## src/sv/tpi_round.sv

```systemverilog
// Round to nearest (ties away from zero), saturate and apply sign for one coordinate.
`timescale 1ns / 1ps
module tpi_round #(
   parameter int OUT_WIDTH = 32
) (
   input  logic [OUT_WIDTH+1:0] quo,
   input  logic                 neg,
   output logic [OUT_WIDTH-1:0] point,
   output logic                 clip
);

   localparam int O = OUT_WIDTH;

   logic [O+1:0] inc;
   logic [O:0]   mag;
   logic [O:0]   limit;

   // quo holds the overflow bit over one extra fraction bit
   always_comb begin
      inc   = {1'b0, quo[O:0]} + (O+2)'(1);
      mag   = inc[O+1:1];
      limit = ((O+1)'(1) << (O - 1)) - (neg ? (O+1)'(0) : (O+1)'(1));
      clip  = quo[O+1] || (mag > limit);
      if (clip) begin
         point = neg ? {1'b1, {(O-1){1'b0}}} : {1'b0, {(O-1){1'b1}}};
      end else begin
         point = neg ? O'(-mag[O-1:0]) : mag[O-1:0];
      end
   end

endmodule

```

## config.mk

```make
export PLATFORM = sky130hd
export DESIGN_NAME = tpi_round
export DESIGN_NICKNAME = d
export VERILOG_FILES = /design/src/sv/tpi_round.sv
export SDC_FILE = /design/constraint.sdc
export NUM_CORES = 1
export LEC_CHECK = 0
export BUFFER_PORTS_ARGS = -buffer_cell sky130_fd_sc_hd__buf_4
export CAP_MARGIN = 10
export CORE_MARGIN = 2
export CORE_UTILIZATION = 30
export DETAILED_ROUTE_END_ITERATION = 6
export RECOVER_POWER = 50
export SYNTH_ARGS = -nofsm -noshare
export SYNTH_HDL_FRONTEND = slang
export SYNTH_SLANG_ARGS = --single-unit
```

## constraint.sdc

```tcl
create_clock -name vclk -period 10.05
set_input_delay 0 -clock vclk [all_inputs]
set_output_delay 0 -clock vclk [all_outputs]
set_load 0.01 [all_outputs]
```

==> results of run 1 <==
where the power goes:
| group | internal [mW] | switching, mW | leakage (nW) |
|---|---|---|---|
| Sequential | 0 | 0 | 0 |
| Combinational | 0.0570 | 0.0857 | 1.37 |
| Clock | 0 | 0 | 0 |
how the worst max path moves through the flow:
stage | startpoint | to | slack [ns]
floorplan | quo[5] | point[21] | 6.38
global placement | quo[0] | point[6] | 5.39
detailed placement | quo[0] | point[6] | 5.35
CTS | quo[0] | point[6] | 5.32
global route | quo[0] | point[14] | 3.90
finish | quo[0] | point[15] | 4.34
worst max-delay path: stages:
cell and delay (ns):
sky130_fd_sc_hd__buf_4 0.11, sky130_fd_sc_hd__ha_1 0.28, sky130_fd_sc_hd__nand4_1 0.32, sky130_fd_sc_hd__nor4_1 0.90
sky130_fd_sc_hd__and2_0 0.33, sky130_fd_sc_hd__xor2_1 0.44, sky130_fd_sc_hd__ha_1 0.19, sky130_fd_sc_hd__nand4_1 0.13
sky130_fd_sc_hd__a2111oi_0 0.40, sky130_fd_sc_hd__a211o_1 0.15, sky130_fd_sc_hd__o21ai_0 0.08, sky130_fd_sc_hd__and3_1 0.30
sky130_fd_sc_hd__inv_1 0.19, sky130_fd_sc_hd__clkbuf_1 1.24, sky130_fd_sc_hd__o21ai_0 0.39, sky130_fd_sc_hd__buf_4 0.25
layout make-up:
cell class | count | area [um^2] | area share, %
inverters | 17 | 63.8 | 1.85
multi-input cells | 406 | 2760 | 79.8
well taps | 133 | 166 | 4.82
repair buffers | 70 | 469 | 13.6
per-stage QoR:
step           hold slack [ns]  utilization, %  instances  setup WS (ns)
2_1_floorplan            0.277               -        453           6.38
3_3_place_gp             0.557            36.3        626           5.39
3_5_place_dp             0.559            36.3        626           5.35
4_1_cts                  0.561            36.3        626           5.32
5_1_grt                  0.604            35.7        626           3.90
6_report                 0.543            35.7        626           4.34
per-layer routing:
metal | global-route usage [%] | wire length [um] | vias up
li1 | - | - | 1797
met1 | 26.0 | 4640 | 1651
met2 | 30.7 | 4640 | 121
met3 | 0.739 | 499 | 14
met4 | 2.83 | 193 | 0
met5 | 0 | 0 | -
cell families (layout without fill, tap and decap cells):
kind of cell	Yosys count	in the layout	share of synthesized area (%)
and+or+nand+nor	214	214	39.4
xor gates and xnor gates	32	32	9.45
muxes	18	18	6.20
buffers and inverters	47	87	7.09
AOI/OAI and AO/OA	108	108	23.5
adders and majority gates	34	34	14.3
cell usage in the layout, fill, tap and decap left out, types with 20 or more instances in the layout:
cell type,instances
sky130_fd_sc_hd__a21oi_1,22
sky130_fd_sc_hd__buf_4,55
sky130_fd_sc_hd__ha_1,34
sky130_fd_sc_hd__nand2_1,31
sky130_fd_sc_hd__nand3_1,26
sky130_fd_sc_hd__nand4_1,24
sky130_fd_sc_hd__nor2_1,46
sky130_fd_sc_hd__nor3_1,24
sky130_fd_sc_hd__o21ai_0,27
sky130_fd_sc_hd__xnor2_1,20
==> flow_summary.rst, run 1 <==
.. list-table::
   :header-rows: 1

   * - Metric
     - Value
   * - Initial cell density of the core
     - 30.6%
   * - Initial antenna violation count
     - 0
   * - Cell type with the highest aggregate area in the netlist
     - sky130_fd_sc_hd__ha_1
   * - Critical Path Source Type
     - primary input
   * - Die outline area
     - 10700 um^2
   * - Max-Cap Viols
     - 1
   * - Fin nets
     - 564
   * - Total I/O pin count
     - 68
   * - Chip Width
     - 103 um
   * - Sink of the worst hold path
     - point[1]
   * - Final setup violation count
     - 0
   * - FMAX
     - about 180 MHz
   * - Kind of critical path
     - in2out
   * - DRT Wirelength
     - 9970 um
   * - Number of clock buffer instances in the layout
     - 0
   * - Setup crit end kind
     - output pin
   * - Ratio of cells with drive above 1 in the final layout
     - 14.8%
   * - Data arrival time at the worst-slack endpoint
     - 5.71 ns
   * - Number of fill cells in the layout
     - 1051
   * - Count of pins over their slew limit
     - 44
   * - Buffers inserted by post-CTS timing repair
     - 0
   * - Peak VDD IR
     - approximately 15 uV
   * - Sequential cell area fraction in the yosys report
     - 0%
   * - Largest net degree at the start of global routing
     - 67
   * - Final instance area
     - 3460 um^2
   * - Area after detailed placement
     - 3510 um^2
   * - Required time of the worst setup path
     - 10.05 ns
   * - DRC marker count from the first detailed-route iteration
     - between 200 and 250
   * - Worst hold path depth
     - 5
   * - Syn. warnings
     - 0
   * - Total congestion overflow
     - 0
   * - Setup tns final
     - 0 ns
   * - Sequential cell count of the final layout
     - 0
   * - Number of optimization iterations in the first detailed-route pass
     - 5
   * - Placer's final routability congestion estimate
     - 0.908
   * - Unrepaired setup endpoints after global routing
     - no
   * - Area share of the leading cell type in the synthesized netlist
     - 14.3%
   * - PwrDens
     - 41.3 nW/um^2
   * - Area growth from synthesis to final layout
     - 16.5%
   * - Number of gates resized after CTS
     - 0
   * - Synthesized instance count
     - 453
   * - Transition at the pin with the smallest max-transition slack
     - around 1.7 ns
   * - Detail-routed net length per standard cell
     - 15.9 um
   * - Final worst path period need
     - 5.71 ns
   * - Crit path max fanout
     - 43
   * - Top cells by instance count after synthesis
     - sky130_fd_sc_hd__nor2_1 (46), sky130_fd_sc_hd__ha_1 (34), sky130_fd_sc_hd__nand2_1 (31), sky130_fd_sc_hd__o21ai_0 (27), sky130_fd_sc_hd__nand3_1 (26)
   * - Crit share post-route
     - 56.8%
   * - Launch point of the worst hold path
     - quo[2]
   * - Avg Synthesized Cell Area
     - 6.55 um^2
   * - Diode insertion count for antenna repair
     - 0
   * - Number of distinct standard cells referenced by the synthesized netlist
     - 58
   * - Via count
     - 3583
   * - Failing checks
     - capacitance limit, slew limit
   * - DRC Markers
     - 0
   * - FP Rows
     - 36
   * - Synthesized net count
     - 522
   * - Die Height
     - 103 um
   * - Final-report hold violation count
     - 0
   * - Rel. slew slack
     - -12.0%
   * - Detailed placer's ending HPWL
     - 8090 um
   * - Most used standard cell by instance count after synthesis
     - sky130_fd_sc_hd__nor2_1
   * - Via count of the first global-routing pass
     - 3192
   * - Synth area leaders
     - sky130_fd_sc_hd__ha_1 (14%), sky130_fd_sc_hd__xnor2_1 (5.9%), sky130_fd_sc_hd__nor2_1 (5.8%), sky130_fd_sc_hd__mux2i_1 (5.1%), sky130_fd_sc_hd__nand4_1 (5.1%)
   * - Status
     - finished, violations left
   * - Total Routing Usage GR
     - between 10% and 20%
   * - Routed via count divided by cell count
     - between 5 and 6
   * - Total power
     - 143 uW
   * - Mapped cell area
     - 2970 um^2
   * - Placeable Area
     - ~9700 um^2
   * - ANT nets after route
     - 0
   * - Post-CTS Hold Fix Bufs
     - 0
   * - Sequential Area
     - 0 um^2
   * - Leakage dissipation
     - approximately 1.4 nW
   * - Count of input and output buffers
     - 68
   * - Class of the tightest hold or removal check
     - in2out
   * - First-pass GRT wire length
     - 15900 um
No activity file was read; power rests on OpenSTA's default activity.
==> run 2: changes to the inputs <==
==> constraint.sdc (replaced) <==
create_clock -name vclk -period 5.7
set_input_delay 0 -clock vclk [all_inputs]
set_output_delay 0 -clock vclk [all_outputs]
set_load 0.01 [all_outputs]
==> flow_summary.rst, run 2 (synthesis results as in run 1) <==
.. list-table::
   :header-rows: 1

   * - Metric
     - Value
   * - Status
     - completed (was finished, violations left)
   * - Routed via count divided by cell count
     - 5.78 (was 5.72)
   * - Design internal power
     - 100 uW (was 57.0 uW)
   * - ANT nets after route
     - 0 (unchanged)
   * - DRC marker count from the first detailed-route iteration
     - 248 (was 212)
   * - Worst Setup EP
     - point[29] (was point[15])
   * - Number of clock buffer instances in the layout
     - 0 (unchanged)
   * - Sequential Area
     - 0 um^2 (unchanged)
   * - Relative contribution of the clock network to total power
     - 0% (about the same)
   * - Most frequent standard cell in the layout excluding fill and tap cells
     - sky130_fd_sc_hd__buf_4 (unchanged)
   * - Final worst hold slack
     - 0.560 ns (was 0.543 ns)
   * - Peak VDD IR
     - 27.4 uV (was 14.9 uV)
   * - DRT Wirelength
     - 10100 um (was 9970 um)
   * - Area growth from synthesis to final layout
     - 16.5% (unchanged)
   * - Total I/O pin count
     - 68 (unchanged)
   * - Initial antenna violation count
     - 0 (unchanged)
   * - Initial cell density of the core
     - 30.6% (unchanged)
   * - Max stage delay on crit path
     - 0.90 ns (was 1.24 ns)
   * - Logic pwr share
     - 100.0% (about the same)
   * - Placeable Area
     - 9680 um^2 (unchanged)
   * - Buffers inserted by post-CTS timing repair
     - 0 (unchanged)
   * - Count of input and output buffers
     - 68 (unchanged)
   * - Chip Width
     - 103 um (unchanged)
   * - Setup crit end kind
     - output pin (unchanged)
   * - Post-CTS Hold Fix Bufs
     - 0 (unchanged)
   * - Crit share post-route
     - between 80% and 90%
   * - Total area of multi-input combinational cells
     - 2760 um^2 (unchanged)
   * - Sequential cell count of the final layout
     - 0 (unchanged)
   * - Largest net degree at the start of global routing
     - 67 (unchanged)
   * - DRC Markers
     - 0 (unchanged)
   * - Total congestion overflow
     - 0 (unchanged)
   * - Slowest CP cell
     - sky130_fd_sc_hd__nor4_1 (was sky130_fd_sc_hd__clkbuf_1)
   * - Die outline area
     - 10700 um^2 (unchanged)
   * - Detailed placer's ending HPWL
     - 8180 um (was 8090 um)
   * - Diode insertion count for antenna repair
     - 0 (unchanged)
   * - Critical path startpoint
     - quo[0] (unchanged)
   * - Number of optimization iterations in the first detailed-route pass
     - 4 (was 5)
   * - Placer's final routability congestion estimate
     - 0.919 (was 0.908)
   * - Total Routing Usage GR
     - 18.4% (was 18.1%)
   * - First-pass GRT wire length
     - 16100 um (was 15900 um)
   * - PwrDens
     - 72.8 nW/um^2 (was 41.3 nW/um^2)
   * - Detail-routed net length per standard cell
     - 16.1 um (was 15.9 um)
   * - Critical Path Source Type
     - primary input (unchanged)
   * - Final worst path period need
     - 4.96 ns
   * - Die Height
     - 103 um (unchanged)
   * - Transition at the pin with the smallest max-transition slack
     - 0.995 ns (was 1.68 ns)
   * - Crit path max fanout
     - 43 (unchanged)
   * - Fraction of power spent switching nets
     - 60.2% (was 60.1%)
   * - FP Rows
     - 36 (unchanged)
   * - Rel. slew slack
     - 33.1% (was -12.0%)
   * - Count of pins over their slew limit
     - 0 (was 44)
   * - Fin nets
     - 564 (unchanged)
   * - Via count of the first global-routing pass
     - 3265 (was 3192)
   * - Number of fill cells in the layout
     - 1067 (was 1051)
   * - Final setup violation count
     - 0 (unchanged)
   * - Via count
     - 3619 (was 3583)
   * - Number of gates resized after CTS
     - 0 (unchanged)
   * - Setup tns final
     - 0 ns (unchanged)
   * - Data arrival time at the worst-slack endpoint
     - 4.96 ns (was 5.71 ns)
   * - Required time of the worst setup path
     - 5.70 ns (was 10.05 ns)
   * - Unrepaired setup endpoints after global routing
     - no (unchanged)
   * - Leakage dissipation
     - 1.37 nW (about the same)
   * - Max-Cap Viols
     - 0 (was 1)
   * - Final-report hold violation count
     - 0 (unchanged)
   * - Ratio of cells with drive above 1 in the final layout
     - 14.8% (unchanged)
   * - Proportion of power drawn by flip-flops and latches
     - 0% (about the same)
   * - Kind of critical path
     - in2out (unchanged)
   * - Class of the tightest hold or removal check
     - in2out (unchanged)
   * - FMAX
     - 202 MHz
   * - Commonest non-fill, non-tap cells in the layout
     - sky130_fd_sc_hd__buf_4 (55), sky130_fd_sc_hd__nor2_1 (46), sky130_fd_sc_hd__ha_1 (34), sky130_fd_sc_hd__nand2_1 (31), sky130_fd_sc_hd__o21ai_0 (27) (unchanged)
   * - Cell breakdown of the critical path
     - clkbuf_1 -> ha_1 -> nand4_1 -> nor4_1 -> and2_1 -> xor2_1 -> ha_1 -> nand4_1 -> a2111oi_0 -> a211o_1 -> o21ai_0 -> and3_1 -> inv_1 -> buf_4 -> nor3_1 -> nor4_1 -> buf_4 (was buf_4 -> ha_1 -> nand4_1 -> nor4_1 -> and2_0 -> xor2_1 -> ha_1 -> nand4_1 -> a2111oi_0 -> a211o_1 -> o21ai_0 -> and3_1 -> inv_1 -> clkbuf_1 -> o21ai_0 -> buf_4)
   * - Net load switching power
     - 151 uW (was 85.7 uW)
## run 2: cell counts in the layout (fill, tap and decap cells not counted)
No cell type changed its count.
## run 2: stage by stage
stage | util [%] | worst slack (ns) | instance area, um^2 | power [mW] | std cells
final | 35.7 | 0.740 | 3460 | 0.252 | 626
after global routing | 35.7 | 0.297 | 3460 | 0.280 | 626
after CTS | 36.3 | 0.968 | 3510 | 0.259 | 626
after detailed placement | 36.3 | 0.957 | 3510 | 0.258 | 626
after global placement | 36.3 | 1.03 | 3510 | 0.253 | 626
after floorplan | - | 2.03 | 2970 | 0.159 | 453
## run 2: worst min path at each step
stage | to | start | cells past startpoint | slack [ns]
2_1_floorplan | point[6] | quo[7] | 2 | 0.28
3_3_place_gp | point[9] | quo[10] | 4 | 0.56
3_5_place_dp | point[9] | quo[10] | 4 | 0.56
4_1_cts | point[9] | quo[10] | 4 | 0.56
5_1_grt | point[31] | quo[32] | 5 | 0.61
6_report | point[9] | quo[10] | 4 | 0.56
## run 2: layer usage
metal  GRT usage, %  vias up  routed length (um)  part of all wire (%)
met2           31.3      110                4830                    48
met1           26.5     1705                4610                    46
met5              0        -                   0                     0
met4           2.83        0                 131                   1.3
met3          0.403       10                 489                   4.9
li1               -     1794                   -                     -
## run 2: critical path: cells and delay by family
kind / cells / cell delay (ns)
xor gates and xnor gates: 1 / 0.47
AOI/OAI and AO/OA: 3 / 0.63
and+or+nand+nor: 7 / 2.35
buffers and inverters: 4 / 0.98
adders and majority gates: 2 / 0.51
## run 2: layout make-up
cell class / count / area share [%]
multi-input combinational: 406 / 79.8
timing repair buffer: 70 / 13.6
tap: 133 / 4.82
inverter: 17 / 1.85
## run 2: power by group through the flow
stage / clock (mW) / combinational, mW / sequential [mW]
after floorplan: 0 / 0.159 / 0
after global placement: 0 / 0.253 / 0
after detailed placement: 0 / 0.258 / 0
after CTS: 0 / 0.259 / 0
after global routing: 0 / 0.280 / 0
final: 0 / 0.252 / 0
